$ cat src/hw/rtl/counting_semaphore_fifo_waiters_assert.svh
// Assertion macros for the semaphore block
`ifndef COUNTING_SEMAPHORE_FIFO_WAITERS_ASSERT_SVH
`define COUNTING_SEMAPHORE_FIFO_WAITERS_ASSERT_SVH
`ifndef SYNTHESIS
`define CSFW_ASSERT_IMP(label, clk, rst_n, ante, cons) \
	label: assert property (@(posedge clk) disable iff (!(rst_n)) (ante) |-> (cons)) \
		else $error("assertion failed");
`define CSFW_ASSERT_NXT(label, clk, rst_n, ante, cons) \
	label: assert property (@(posedge clk) disable iff (!(rst_n)) (ante) |=> (cons)) \
		else $error("assertion failed");
`else
`define CSFW_ASSERT_IMP(label, clk, rst_n, ante, cons)
`define CSFW_ASSERT_NXT(label, clk, rst_n, ante, cons)
`endif
`endif

$ cat src/hw/rtl/csfw_pkg.sv
// Constants and codes shared by the semaphore block
`timescale 1ns / 1ps
package csfw_pkg;
	localparam int QUEUE_DEPTH = 16;
	localparam int PTR_W       = (QUEUE_DEPTH > 1) ? $clog2(QUEUE_DEPTH) : 1;
	localparam int OCC_W       = $clog2(QUEUE_DEPTH + 1);
	localparam int COUNT_W     = 16;
	localparam int ID_W        = 8;
	localparam int OP_W        = 2;
	localparam int EV_W        = 3;

	localparam logic [COUNT_W-1:0] COUNT_MAX = '1;

	localparam logic [OP_W-1:0] OP_WAIT   = 2'd0;
	localparam logic [OP_W-1:0] OP_SIGNAL = 2'd1;
	localparam logic [OP_W-1:0] OP_CLOSE  = 2'd2;

	localparam logic [EV_W-1:0] EV_GRANTED      = 3'd0;
	localparam logic [EV_W-1:0] EV_BLOCKED      = 3'd1;
	localparam logic [EV_W-1:0] EV_RAISED       = 3'd2;
	localparam logic [EV_W-1:0] EV_READY        = 3'd3;
	localparam logic [EV_W-1:0] EV_DEAD         = 3'd4;
	localparam logic [EV_W-1:0] EV_FULL         = 3'd5;
	localparam logic [EV_W-1:0] EV_CLOSED_EMPTY = 3'd6;
endpackage

$ cat src/hw/rtl/csfw_ifs.sv
// Request and result channel interfaces
`timescale 1ns / 1ps
interface csfw_req_if;
	import csfw_pkg::*;
	logic            valid;
	logic            ready;
	logic [OP_W-1:0] opcode;
	logic [ID_W-1:0] requester_id;
	modport source (output valid, opcode, requester_id, input ready);
	modport sink (input valid, opcode, requester_id, output ready);
endinterface

interface csfw_rsp_if;
	import csfw_pkg::*;
	logic               valid;
	logic               ready;
	logic [EV_W-1:0]    event_res;
	logic [ID_W-1:0]    thread_id;
	logic [COUNT_W-1:0] count_now;
	logic               last;
	modport source (output valid, event_res, thread_id, count_now, last, input ready);
	modport sink (input valid, event_res, thread_id, count_now, last, output ready);
endinterface

$ cat src/hw/rtl/csfw_ram.sv
// Generic single write, single read RAM with registered read data
`timescale 1ns / 1ps
module csfw_ram #(
	parameter int WIDTH = 8,
	parameter int DEPTH = 16
) (
	input  logic                                       clk,
	input  logic                                       we,
	input  logic [((DEPTH > 1) ? $clog2(DEPTH) : 1)-1:0] waddr,
	input  logic [WIDTH-1:0]                           wdata,
	input  logic                                       re,
	input  logic [((DEPTH > 1) ? $clog2(DEPTH) : 1)-1:0] raddr,
	output logic [WIDTH-1:0]                           rdata
);
	logic [WIDTH-1:0] mem_q [DEPTH];

	always_ff @(posedge clk) begin
		if (we) begin
			mem_q[waddr] <= wdata;
		end
		if (re) begin
			rdata <= mem_q[raddr];
		end
	end
endmodule

$ cat src/hw/rtl/counting_semaphore_fifo_waiters.sv
// Counting semaphore with a FIFO of waiting thread ids
//
//  channel  dir  handshake     payload
//  req      in   valid/ready   opcode, requester_id
//  rsp      out  valid/ready   event_res, thread_id, count_now, last
//  cfg      in   cfg_we        cfg_wdata (initial_count)
//
// Wait, raised signal and close on an empty queue are answered directly from ST_IDLE. Signal that
// releases a waiter passes through ST_POP, which takes the registered read of the waiter RAM.
// Close with n waiters sends n dead words, one per cycle while rsp is ready.
// Reset clears pointers, occupancy and count; the waiter RAM needs no clearing.
// A stalled rsp holds the result; req is taken again once the slot is free.
`timescale 1ns / 1ps
`include "counting_semaphore_fifo_waiters_assert.svh"
module counting_semaphore_fifo_waiters (
	input  logic                      clk,
	input  logic                      arst_n,
	input  logic                      cfg_we,
	input  logic [csfw_pkg::COUNT_W-1:0] cfg_wdata,
	csfw_req_if.sink                  req,
	csfw_rsp_if.source                rsp
);
	import csfw_pkg::*;

	localparam logic [1:0] ST_IDLE  = 2'd0;
	localparam logic [1:0] ST_POP   = 2'd1;
	localparam logic [1:0] ST_DRAIN = 2'd2;

	logic [1:0]         st_q, st_d;
	logic [COUNT_W-1:0] init_q;
	logic [COUNT_W-1:0] count_q, count_d;
	logic [PTR_W-1:0]   head_q, head_d, tail_q, tail_d;
	logic [OCC_W-1:0]   occ_q, occ_d;
	logic               ov_q, ov_d;
	logic [EV_W-1:0]    ev_q, ev_d;
	logic [ID_W-1:0]    tid_q, tid_d;
	logic [COUNT_W-1:0] cnt_out_q;
	logic               last_q, last_d;
	logic               load;

	logic               acc, out_free, is_full;
	logic               ram_we, ram_re;
	logic [ID_W-1:0]    ram_rdata;

	csfw_ram #(.WIDTH(ID_W), .DEPTH(QUEUE_DEPTH)) u_queue (
		.clk   (clk),
		.we    (ram_we),
		.waddr (tail_q),
		.wdata (req.requester_id),
		.re    (ram_re),
		.raddr (head_q),
		.rdata (ram_rdata)
	);

	assign out_free  = !ov_q || rsp.ready;
	assign req.ready = (st_q == ST_IDLE) && out_free;
	assign acc       = req.valid && req.ready;
	assign is_full   = (occ_q == OCC_W'(QUEUE_DEPTH));

	always_comb begin
		st_d    = st_q;
		count_d = count_q;
		head_d  = head_q;
		tail_d  = tail_q;
		occ_d   = occ_q;
		ov_d    = ov_q && !rsp.ready;
		ram_we  = 1'b0;
		ram_re  = 1'b0;
		load    = 1'b0;
		ev_d    = EV_GRANTED;
		tid_d   = req.requester_id;
		last_d  = 1'b1;
		case (st_q)
			ST_IDLE: begin
				if (acc) begin
					case (req.opcode)
						OP_WAIT: begin
							load = 1'b1;
							if (count_q != '0) begin
								count_d = count_q - 1'b1;
								ev_d    = EV_GRANTED;
							end else if (is_full) begin
								ev_d = EV_FULL;
							end else begin
								ram_we = 1'b1;
								tail_d = tail_q + 1'b1;
								occ_d  = occ_q + 1'b1;
								ev_d   = EV_BLOCKED;
							end
						end
						OP_SIGNAL: begin
							if (occ_q == '0) begin
								load  = 1'b1;
								ev_d  = EV_RAISED;
								tid_d = '0;
								if (count_q != COUNT_MAX) begin
									count_d = count_q + 1'b1;
								end
							end else begin
								ram_re = 1'b1;
								head_d = head_q + 1'b1;
								occ_d  = occ_q - 1'b1;
								st_d   = ST_POP;
							end
						end
						OP_CLOSE: begin
							count_d = init_q;
							if (occ_q == '0) begin
								load  = 1'b1;
								ev_d  = EV_CLOSED_EMPTY;
								tid_d = '0;
							end else begin
								ram_re = 1'b1;
								head_d = head_q + 1'b1;
								occ_d  = occ_q - 1'b1;
								st_d   = ST_DRAIN;
							end
						end
						default: begin
						end
					endcase
				end
			end
			ST_POP: begin
				load  = 1'b1;
				ev_d  = EV_READY;
				tid_d = ram_rdata;
				st_d  = ST_IDLE;
			end
			ST_DRAIN: begin
				if (out_free) begin
					load   = 1'b1;
					ev_d   = EV_DEAD;
					tid_d  = ram_rdata;
					last_d = (occ_q == '0);
					if (occ_q != '0) begin
						ram_re = 1'b1;
						head_d = head_q + 1'b1;
						occ_d  = occ_q - 1'b1;
					end else begin
						head_d = '0;
						tail_d = '0;
						st_d   = ST_IDLE;
					end
				end
			end
			default: begin
				st_d = ST_IDLE;
			end
		endcase
		if (load) begin
			ov_d = 1'b1;
		end
	end

	always_ff @(posedge clk or negedge arst_n) begin
		if (!arst_n) begin
			st_q    <= ST_IDLE;
			init_q  <= '0;
			count_q <= '0;
			head_q  <= '0;
			tail_q  <= '0;
			occ_q   <= '0;
			ov_q    <= 1'b0;
		end else begin
			st_q    <= st_d;
			count_q <= count_d;
			head_q  <= head_d;
			tail_q  <= tail_d;
			occ_q   <= occ_d;
			ov_q    <= ov_d;
			if (cfg_we) begin
				init_q <= cfg_wdata;
			end
		end
	end

	always_ff @(posedge clk) begin
		if (load) begin
			ev_q      <= ev_d;
			tid_q     <= tid_d;
			cnt_out_q <= count_d;
			last_q    <= last_d;
		end
	end

	assign rsp.valid     = ov_q;
	assign rsp.event_res = ev_q;
	assign rsp.thread_id = tid_q;
	assign rsp.count_now = cnt_out_q;
	assign rsp.last      = last_q;

	`CSFW_ASSERT_IMP(a_occ_bound, clk, arst_n, 1'b1, occ_q <= OCC_W'(QUEUE_DEPTH))
	`CSFW_ASSERT_IMP(a_ptr_occ, clk, arst_n, 1'b1, (tail_q - head_q) == occ_q[PTR_W-1:0])
	`CSFW_ASSERT_NXT(a_pop_ready, clk, arst_n, st_q == ST_POP, rsp.valid && (rsp.event_res == EV_READY))
endmodule

$ cat src/flat_wrapper.sv
// flat-port wrapper written by rule: the top's interface ports become plain ports
module counting_semaphore_fifo_waiters_flat import csfw_pkg::*;
  (clk, arst_n, cfg_we, cfg_wdata, req_valid, req_opcode, req_requester_id, req_ready, rsp_valid, rsp_event_res, rsp_thread_id, rsp_count_now, rsp_last, rsp_ready);
  csfw_req_if req_i ();
  csfw_rsp_if rsp_i ();
  input  logic clk;
  input  logic arst_n;
  input  logic cfg_we;
  input  logic [csfw_pkg::COUNT_W-1:0] cfg_wdata;
  input wire logic [$bits(req_i.valid)-1:0] req_valid;
  input wire logic [$bits(req_i.opcode)-1:0] req_opcode;
  input wire logic [$bits(req_i.requester_id)-1:0] req_requester_id;
  output wire logic [$bits(req_i.ready)-1:0] req_ready;
  output wire logic [$bits(rsp_i.valid)-1:0] rsp_valid;
  output wire logic [$bits(rsp_i.event_res)-1:0] rsp_event_res;
  output wire logic [$bits(rsp_i.thread_id)-1:0] rsp_thread_id;
  output wire logic [$bits(rsp_i.count_now)-1:0] rsp_count_now;
  output wire logic [$bits(rsp_i.last)-1:0] rsp_last;
  input wire logic [$bits(rsp_i.ready)-1:0] rsp_ready;
  assign req_i.valid = req_valid;
  assign req_i.opcode = req_opcode;
  assign req_i.requester_id = req_requester_id;
  assign req_ready = req_i.ready;
  assign rsp_valid = rsp_i.valid;
  assign rsp_event_res = rsp_i.event_res;
  assign rsp_thread_id = rsp_i.thread_id;
  assign rsp_count_now = rsp_i.count_now;
  assign rsp_last = rsp_i.last;
  assign rsp_i.ready = rsp_ready;
  counting_semaphore_fifo_waiters u_core (.clk(clk), .arst_n(arst_n), .cfg_we(cfg_we), .cfg_wdata(cfg_wdata), .req(req_i), .rsp(rsp_i));
endmodule
$ cat config.mk
export PLATFORM = sky130hd
export DESIGN_NAME = counting_semaphore_fifo_waiters_flat
export DESIGN_NICKNAME = d
export VERILOG_FILES = /design/src/hw/rtl/csfw_pkg.sv /design/src/hw/rtl/csfw_ifs.sv /design/src/hw/rtl/csfw_ram.sv /design/src/hw/rtl/counting_semaphore_fifo_waiters.sv /design/src/flat_wrapper.sv
export VERILOG_INCLUDE_DIRS = /design/src /design/src/hw/rtl
export SDC_FILE = /design/constraint.sdc
export NUM_CORES = 1
export LEC_CHECK = 0
export BUFFER_PORTS_ARGS = -buffer_cell sky130_fd_sc_hd__buf_2
export CAP_MARGIN = 20
export CORE_ASPECT_RATIO = 1.5
export CORE_UTILIZATION = 50
export CTS_CLUSTER_SIZE = 40
export DETAILED_ROUTE_END_ITERATION = 8
export HOLD_SLACK_MARGIN = 0.12
export PLACE_DENSITY = 0.68
export SETUP_SLACK_MARGIN = 0.4
export SLEW_MARGIN = 20
export SYNTH_ARGS = -nofsm -noshare
export SYNTH_HDL_FRONTEND = slang
export SYNTH_SLANG_ARGS = --single-unit
$ cat constraint.sdc
create_clock -name clk -period 3.7 [get_ports clk]
set_input_delay 0.925 -clock clk [delete_from_list [all_inputs] [get_ports clk]]
set_output_delay 0.925 -clock clk [all_outputs]
set_load 0.02 [all_outputs]
==> run summary, run 1 <==
Power Dens Cells: 759 nW/um2
RSZ-0062 raised after global routing: false
die width: 116 um
Post-synth EDFFs: 164
synthesized instance count: 698
CP peak stage delay: 800 ps
synthesized area: 9670 um2
Starting Density: 51.5%
fraction of final layout cells sized beyond drive strength 1: 22.5%
most area-hungry cell type in the Yosys netlist: sky130_fd_sc_hd__edfxtp_1
max_slew headroom: 35.5%
wire length of the first global-routing pass: 35500 um
worst setup timing slack at the placement stage: 616 ps
number of cells in the finished layout apart from fillers: 1035
number of H-tree levels: 1
fraction of registers with async set or reset after synthesis: 22.6%
sum of negative setup slack: 0 ps
Final Hold Vio Count: 0
number of remaining DRC errors: 0
antenna violations before repair: 0
average cell area after synthesis: 13.9 um2
routed length per placed instance: 22.6 um
Cell Rows: 61
root buffer cell: sky130_fd_sc_hd__clkbuf_16
crit-path leading delay family: simple AND/OR/NAND/NOR gates
combined buffer and inverter count along the critical path: 2
number of detailed-route iterations in the first pass: 5
total global routing track utilization: 24.3%
register bit total from synthesis: 212
setup ws final: 738 ps
clock tree from TritonCTS: done
endpoint required time on the critical path: 3990 ps
Filler cells: 1484
Startpoint Class: flip-flop
Avg Vias per Cell: 6.13
crit path capture type: flip-flop
Synth area leaders: sky130_fd_sc_hd__edfxtp_1, sky130_fd_sc_hd__dfrtp_1, sky130_fd_sc_hd__mux4_2, sky130_fd_sc_hd__mux2i_1, sky130_fd_sc_hd__mux2_2
number of cells upsized or downsized after cts: 0
Fmax: 0.338 GHz
data arrival time at the worst-slack endpoint: 3250 ps
post-CTS setup buffers: 0
Design Area, Final: 11100 um2
source-to-sink clock delay at the later pin of the worst-skew pair: 500 ps
crit path max-delay cell type: sky130_fd_sc_hd__nor4_1
leakage power summed over all cells: 4.09 nW
Crit Path Max Fanout: 9
total die area: 19900 um2
Inst Count DP: 997
Antenna Diode Count: 0
Final period util: 80.1%
CP Cell Sequence: inv_1, ha_1, nor3b_1, buf_4, nand2b_1, nor4_1, a2111oi_0, a211oi_1
number of sinks driven by the clock tree: 212
Post-Syn Nets: 744
Synth Flop Type: sky130_fd_sc_hd__edfxtp_1
NumNets Final: 814
CP Depth: 8
placed wire-length estimate after detailed placement: 16700 um
Die Ht: 172 um
area post-placement: 10400 um2
Setup Viol. Count Final: 0
fraction of the yosys area taken by sequential cells: 63.4%
Max Transition Viols Final: 0
Area growth syn-to-layout: 14.4%
worst hold margin: 443 ps
WL final: 23400 um
number of ports placed on the die boundary: 61
CTS buffer count: 21
maximum ir drop on the vdd rail: 679 uV
worst-case clock skew: 19.5 ps
total of hold buffers inserted after clock tree synthesis: 0
clock-pin slew on the worst setup and hold paths: 60 ps
pin count of the biggest net entering global routing: 31
min Tclk post-route: 2960 ps
maxcap violations: 0
Longest Clk Path Bufs: 3
total via count after detailed routing: 6343
Least-Margin Pin Slew: 959 ps
count of unique library cells instantiated by Yosys: 75
RD Place Congestion: 0.951
class of the tightest hold or removal check: in -> async
Synth top cells by count: sky130_fd_sc_hd__edfxtp_1, sky130_fd_sc_hd__dfrtp_1, sky130_fd_sc_hd__nand2_1
number of antenna-violating nets in the routed design: 0
most used standard cell by instance count after synthesis: sky130_fd_sc_hd__edfxtp_1
start-to-end type of the worst setup path: reg -> reg
outcome: finished clean
via count of the first global-routing pass: 6430
quantity of I/O buffers inserted on ports: 60
count of warnings emitted by yosys: 0
global-route congestion overflow total: 0
core area: 18800 um2
Initial DRC Count: 486
Worst Reg-to-Reg Cells: 8
top-area cell type share of the netlist area: 50.9%
-- through the flow --
step / utilization (%) / total power, mW
finish: 58.9 / 8.39
floorplan: - / 5.41
global route: 58.9 / 8.83
global placement: 55.2 / 6.23
detailed placement: 55.2 / 6.28
CTS: 58.9 / 8.44
-- where the power goes --
part,internal (mW),total [mW],switching [mW]
registers,3.08,3.63,0.550
clock network,1.26,2.14,0.880
logic,1.05,2.62,1.58
total,5.39,8.39,3.01
-- final cells by class --
class                      count  area [um2]  share of cell area [%]
sequential                   212        6130                    55.4
clock inverter                16         169                    1.53
clock buffer                  22         529                    4.79
timing repair buffer          92         553                    5.00
tap                          252         315                    2.85
multi-input combinational    425        3310                    29.9
inverter                      16        60.1                   0.543
-- final timing paths --
kind                                    from                        to  slack [ps]
hold / removal                        arst_n        u_core.count_q[13]         440
hold reg to reg             u_core.init_q[1]          u_core.init_q[1]         510
min in group clk            u_core.init_q[1]          u_core.init_q[1]         510
max in group asynchronous             arst_n          u_core.head_q[0]        2480
setup / recovery           u_core.count_q[0]  u_core.rsp.count_now[15]         740
setup reg to reg           u_core.count_q[0]  u_core.rsp.count_now[15]         740
-- routing by layer --
metal	vias to the layer above	GRT usage (%)	wire length, um
li1	2900	-	-
met4	0	12.9	1110
met2	178	46.1	12800
met1	3201	25.3	8580
met5	-	0	0
met3	64	3.58	859
-- cell usage in the layout (no fill, tap or decap), drive strengths merged, types with 4 or more instances in the layout --
cell | netlist | final
nand2b | 5 | 5
and2 | 5 | 5
xnor2 | 5 | 5
a2111oi | 4 | 4
nand2 | 44 | 44
nor3 | 16 | 16
nand3 | 17 | 17
dfrtp | 48 | 48
a21o | 6 | 6
clkbuf | 31 | 22
ha | 15 | 15
mux4 | 16 | 16
a21oi | 21 | 21
edfxtp | 164 | 164
mux2i | 35 | 35
buf | 14 | 92
a31oi | 5 | 5
o211ai | 5 | 5
and4 | 6 | 6
inv | 15 | 17
nand4 | 6 | 6
or3 | 8 | 8
a22oi | 8 | 8
o21ai | 29 | 29
a211oi | 5 | 5
and3 | 8 | 8
a22o | 10 | 10
nor2 | 42 | 42
clkinv | 1 | 9
mux2 | 18 | 18
nor4 | 11 | 11
nor2b | 4 | 4
a221oi | 20 | 20
-- registers in the layout, summed over array words and instances, names as in the netlist --
signal                count
u_core.rsp.count_now     16
u_core.rsp.event_res      3
u_core.st_q               2
u_core.head_q             4
u_core.occ_q              5
u_core.tail_q             4
u_core.init_q            16
u_core.count_q           16
u_core.rsp.thread_id      8
u_core.rsp.valid          1
u_core.rsp.last           1
u_core.u_queue.mem_q    128
u_core.u_queue.rdata      8
-- cell families (layout without fill, tap and decap cells) --
logic type                 Yosys count  in the layout  share of synthesized area [%]
DFF                                212            212                           63.4
buffers and inverters               61            146                           2.59
AOI/OAI and AO/OA                  150            150                           11.5
muxes                               69             69                           9.45
adders and majority gates           15             15                           1.94
and+or+nand+nor                    184            184                           10.6
xor gates and xnor gates             7              7                          0.634
Power figures use the tool's default switching activity.
==> run 2: changes to the inputs <==
Clock period 3.7 ns to 2.93 ns, I/O delays scaled along.
==> run summary, run 2 (synthesis gave the netlist of run 1 again) <==
outcome: finished clean
via count of the first global-routing pass: 6697
WL final: 25000 um
total of hold buffers inserted after clock tree synthesis: 0
Final period util: 84.0%
register area: 6130 um2
Largest register FFs: 128
fraction of final layout cells sized beyond drive strength 1: 28.4%
Setup crit end: u_core.rsp.count_now[10]
Worst Reg-to-Reg Cells: 7
sum of negative setup slack: 0 ps
class of the tightest hold or removal check: in -> async
core area: 18800 um2
number of ports placed on the die boundary: 61
Final Hold Vio Count: 0
largest register by flop count: u_core.u_queue.mem_q
max_slew headroom: 53.6%
crit path capture type: flip-flop
multi-input combinational cell area: 3550 um2
most common cell after layout, fill and taps aside: sky130_fd_sc_hd__edfxtp_1
total global routing track utilization: 26.2%
start-to-end type of the worst setup path: reg -> reg
Startpoint Class: flip-flop
min Tclk post-route: 2460 ps
leading cell types in the layout, fill and taps excluded: sky130_fd_sc_hd__edfxtp_1, sky130_fd_sc_hd__buf_2, sky130_fd_sc_hd__dfrtp_1
number of sinks driven by the clock tree: 212
Initial DRC Count: 526
number of remaining DRC errors: 0
Avg Vias per Cell: 6.18
endpoint required time on the critical path: 3170 ps
worst-case clock skew: 13.0 ps
endpoint of the worst-slack reg-to-reg timing path: u_core.rsp.count_now[10]
Fmax: 0.406 GHz
total die area: 19900 um2
placed wire-length estimate after detailed placement: 17800 um
area post-placement: 10500 um2
number of antenna-violating nets in the routed design: 0
RD Place Congestion: 0.954
leakage power summed over all cells: 4.23 nW
Cell Rows: 61
Power Total: 11.0 mW
pin count of the biggest net entering global routing: 49
Setup crit start: u_core.occ_q[1]
Least-Margin Pin Slew: 691 ps
Setup Viol. Count Final: 0
number of cells in the finished layout apart from fillers: 1052
global-route congestion overflow total: 0
data arrival time at the worst-slack endpoint: 2700 ps
Power Dens Cells: 960 nW/um2
maxcap violations: 0
internal power: 7.08 mW
number of detailed-route iterations in the first pass: 8
net switching power of the design: 3.96 mW
portion of total power attributed to sequential cells: 40.6%
root buffer cell: sky130_fd_sc_hd__clkbuf_16
Filler cells: 1429
NumNets Final: 832
clock-pin slew on the worst setup and hold paths: 60 ps
routed length per placed instance: 23.8 um
combinational power share: 34.1%
RSZ-0062 raised after global routing: false
Crit Path Max Fanout: 4
total via count after detailed routing: 6504
Design Area, Final: 11500 um2
launch instance of the worst register-to-register path: u_core.occ_q[1]
die width: 116 um
source-to-sink clock delay at the later pin of the worst-skew pair: 510 ps
Starting Density: 51.5%
Area growth syn-to-layout: 19.0%
slack of the worst reg-to-reg path: 470 ps
CTS buffer count: 21
Antenna Diode Count: 0
clock tree from TritonCTS: done
quantity of I/O buffers inserted on ports: 60
sw frac: 35.9%
Inst Count DP: 1000
number of H-tree levels: 1
wire length of the first global-routing pass: 38100 um
antenna violations before repair: 0
Max Transition Viols Final: 0
maximum ir drop on the vdd rail: 491 uV
Die Ht: 172 um
share of total power in the clock network: 25.3%
worst hold margin: 344 ps
Longest Clk Path Bufs: 3
## run 2: cell types whose count changed in the layout (fill, tap and decap cells not counted), sizes merged
| cell | change |
|---|---|
| buf | +18 |
| bufinv | +1 |
| clkinv | -1 |
| clkinvlp | -1 |
## run 2: layout make-up
cell class              count  area share (%)
flip-flops and latches    212            53.2
clock buffers              22            4.60
clock inverters            15            1.66
inverters                  16           0.522
multi-input cells         425            30.8
well taps                 252            2.74
repair buffers            110            6.41
## run 2: routing by layer
metal  wire length, um  part of all wire, %  up-vias  track usage (%)
met5                 0                    0        -                0
met3              1090                  4.4       80             3.33
met1              8790                   35     3242             27.8
met4              1290                  5.2        0             13.9
met2             13800                   55      261             49.8
li1                  -                    -     2921                -
## run 2: power by group through the flow
stage               Sequential (mW)  Combinational [mW]  Clock [mW]
floorplan                      4.46                2.41           0
global placement               4.52                3.55           0
detailed placement             4.53                3.60           0
CTS                            4.47                3.69        2.83
global route                   4.57                4.07        2.96
finish                         4.49                3.76        2.79
## run 2: critical path: stages (launching register included)
cell,delay (ps)
sky130_fd_sc_hd__dfrtp_1,400
sky130_fd_sc_hd__inv_2,80
sky130_fd_sc_hd__ha_2,190
sky130_fd_sc_hd__or4b_4,540
sky130_fd_sc_hd__nor3_4,220
sky130_fd_sc_hd__nand4_1,210
sky130_fd_sc_hd__xnor2_1,180
sky130_fd_sc_hd__a221o_1,380
## run 2: per-stage QoR
step	utilization (%)	setup WS (ps)
finish	61.3	469
global route	61.3	382
CTS	60.9	430
detailed placement	55.9	127
global placement	55.9	204
floorplan	-	-130
## run 2: what timing repair did
action	CTS	global route
endpoints found under the setup margin	138	77
buffers inserted	9	6
resized for setup	21	7
pin swaps	4	2
## run 2: how the worst min path moves through the flow
stage                           from  cells past startpoint           endpoint  slack (ps)
floorplan                     arst_n                      0  u_core.count_q[0]         440
global placement    u_core.init_q[0]                      1   u_core.init_q[0]         500
detailed placement  u_core.init_q[5]                      1   u_core.init_q[5]         510
CTS                           arst_n                      2   u_core.init_q[4]         370
global route                  arst_n                      2   u_core.init_q[5]         400
finish                        arst_n                      2  u_core.init_q[11]         340
==> run 3: changes to the inputs <==
Settings changed: ABC_AREA set to 1, PLACE_DENSITY 0.68 to 0.7.
Clock period 2.93 ns to 2 ns, I/O delays scaled along.
==> run summary, run 3 <==
wire length of the first global-routing pass: 48400 um
Antenna Diode Count: 0
maximum ir drop on the vdd rail: 978 uV
source-to-sink clock delay at the later pin of the worst-skew pair: 530 ps
RD Place Congestion: 0.953
antenna violations before repair: 0
Max Transition Viols Final: 0
Filler cells: 1261
largest register by flop count: u_core.u_queue.mem_q
number of H-tree levels: 1
final core utilization: 73.5%
fraction of final layout cells sized beyond drive strength 1: 43.3%
clock tree from TritonCTS: done
total global routing track utilization: 31.5%
setup ws final: -174 ps
Startpoint Class: flip-flop
Avg Vias per Cell: 5.99
average cell area after synthesis: 9.86 um2
Synth top cells by count: sky130_fd_sc_hd__nand2_1, sky130_fd_sc_hd__edfxtp_1, sky130_fd_sc_hd__nor2_1
fraction of the yosys area taken by sequential cells: 61.3%
routed length per placed instance: 23.2 um
Largest register FFs: 128
start-to-end type of the worst setup path: reg -> reg
quantity of I/O buffers inserted on ports: 60
pin count of the biggest net entering global routing: 50
Power Total: 23.3 mW
Starting Density: 50.7%
Crit Path Max Fanout: 7
clock-pin slew on the worst setup and hold paths: 70 ps
number of antenna-violating nets in the routed design: 0
Synth area leaders: sky130_fd_sc_hd__edfxtp_1, sky130_fd_sc_hd__dfrtp_1, sky130_fd_sc_hd__nand2_1, sky130_fd_sc_hd__nor2_1, sky130_fd_sc_hd__o21ai_0
class of the tightest hold or removal check: in -> reg
register bit total from synthesis: 212
Least-Margin Pin Slew: 545 ps
die width: 117 um
CTS buffer count: 22
RSZ-0062 raised after global routing: true
maxcap violations: 0
max_slew headroom: 63.6%
Cell Rows: 63
most common cell after layout, fill and taps aside: sky130_fd_sc_hd__nand2_1
number of cells in the finished layout apart from fillers: 1508
root buffer cell: sky130_fd_sc_hd__clkbuf_16
number of sinks driven by the clock tree: 212
worst-case clock skew: 32.5 ps
core area: 19700 um2
Inst Count DP: 1377
Power Dens Cells: 1610 nW/um2
number of ports placed on the die boundary: 61
synthesized instance count: 1014
most area-hungry cell type in the Yosys netlist: sky130_fd_sc_hd__edfxtp_1
total via count after detailed routing: 9027
NumNets Final: 1279
Initial DRC Count: 897
via count of the first global-routing pass: 8616
placed wire-length estimate after detailed placement: 20900 um
top-area cell type share of the netlist area: 49.3%
synthesized area: 10000 um2
total die area: 20600 um2
leading cell types in the layout, fill and taps excluded: sky130_fd_sc_hd__nand2_1, sky130_fd_sc_hd__edfxtp_1, sky130_fd_sc_hd__buf_4
Final period util: 109%
fraction of registers with async set or reset after synthesis: 22.6%
Synth Flop Type: sky130_fd_sc_hd__edfxtp_1
Area growth syn-to-layout: 44.8%
sum of negative setup slack: -18970 ps
Fmax: 0.460 GHz
count of warnings emitted by yosys: 0
number of detailed-route iterations in the first pass: 5
endpoint required time on the critical path: 2220 ps
data arrival time at the worst-slack endpoint: 2400 ps
Post-synth EDFFs: 164
Longest Clk Path Bufs: 3
number of remaining DRC errors: 0
crit path capture type: flip-flop
Design Area, Final: 14500 um2
outcome: finished with violations
most used standard cell by instance count after synthesis: sky130_fd_sc_hd__nand2_1
failing checks: negative setup slack
Final Hold Vio Count: 0
WL final: 35000 um
Post-Syn Nets: 1060
global-route congestion overflow total: 0
Setup Viol. Count Final: 169
leakage power summed over all cells: 5.63 nW
area post-placement: 11500 um2
count of unique library cells instantiated by Yosys: 37
min Tclk post-route: 2170 ps
Die Ht: 175 um
## run 3: final timing paths
path	from	to	slack (ps)	cells past startpoint
worst max-delay path	u_core.st_q[0]	u_core.rsp.thread_id[5]	-170	11
worst min-delay path	cfg_wdata[1]	u_core.init_q[1]	190	3
worst max register to register	u_core.st_q[0]	u_core.rsp.thread_id[5]	-170	11
worst min register to register	u_core.init_q[12]	u_core.init_q[12]	510	1
max in group asynchronous	arst_n	u_core.head_q[2]	1040	3
min in group asynchronous	arst_n	u_core.init_q[7]	440	2
## run 3: final cells by class
class | count | area [um2] | area share [%]
Sequential cell | 212 | 6130 | 42.4
Clock inverter | 12 | 148 | 1.02
Multi-Input combinational cell | 679 | 4680 | 32.3
Timing Repair Buffer | 234 | 2210 | 15.3
Timing Repair inverter | 3 | 26.3 | 0.181
Clock buffer | 27 | 601 | 4.15
Inverter | 81 | 353 | 2.44
Tap cell | 260 | 325 | 2.25
## run 3: timing repair
item,CTS,global route
setup buffers,46,32
pin swaps,47,87
endpoints found under the setup margin,241,242
endpoints found under the hold margin,12,0
resized for setup,220,173
hold buffers,1,0
gates cloned,5,8
## run 3: cells by family (layout without fill, tap and decap cells)
group	Yosys count	after routing	share of synthesized area [%]
and+or+nand+nor	476	477	20.6
DFF	212	212	61.3
AOI/OAI and AO/OA	169	169	9.31
buffers and inverters	124	357	5.09
adders and majority gates	15	15	1.88
muxes	11	11	1.24
xor gates and xnor gates	7	7	0.613
## run 3: stage by stage
step | hold slack [ps] | worst slack, ps
3_3_place_gp | 443 | -110
4_1_cts | 186 | -25.5
6_report | 189 | -174
2_1_floorplan | 204 | -71.0
5_1_grt | 203 | -213
3_5_place_dp | 435 | -150
## run 3: worst max-delay path: stages (launching register included)
cell and delay [ps]:
sky130_fd_sc_hd__dfrtp_2 430, sky130_fd_sc_hd__nor2_4 150, sky130_fd_sc_hd__inv_4 60, sky130_fd_sc_hd__nor2_4 140, sky130_fd_sc_hd__nand2_4 90, sky130_fd_sc_hd__buf_6 120
sky130_fd_sc_hd__nor2_4 140, sky130_fd_sc_hd__buf_12 150, sky130_fd_sc_hd__buf_8 120, sky130_fd_sc_hd__nand2_4 50, sky130_fd_sc_hd__nand3_4 200, sky130_fd_sc_hd__clkbuf_16 220
## run 3: report_power, final
group | leakage [nW] | total, mW | switching (mW) | internal [mW]
Clock | 0.355 | 4.25 | 1.72 | 2.53
Sequential | 2.05 | 6.39 | 0.570 | 5.82
Combinational | 3.22 | 12.6 | 7.37 | 5.25
Total | 5.63 | 23.3 | 9.67 | 13.6
## run 3: metal layers
metal	wire length [um]	part of all wire (%)	global-route usage [%]
met1	11300	32	33.6
met2	17800	51	58.8
met3	2760	7.9	4.31
met4	3180	9.1	18.5
met5	0	0	0
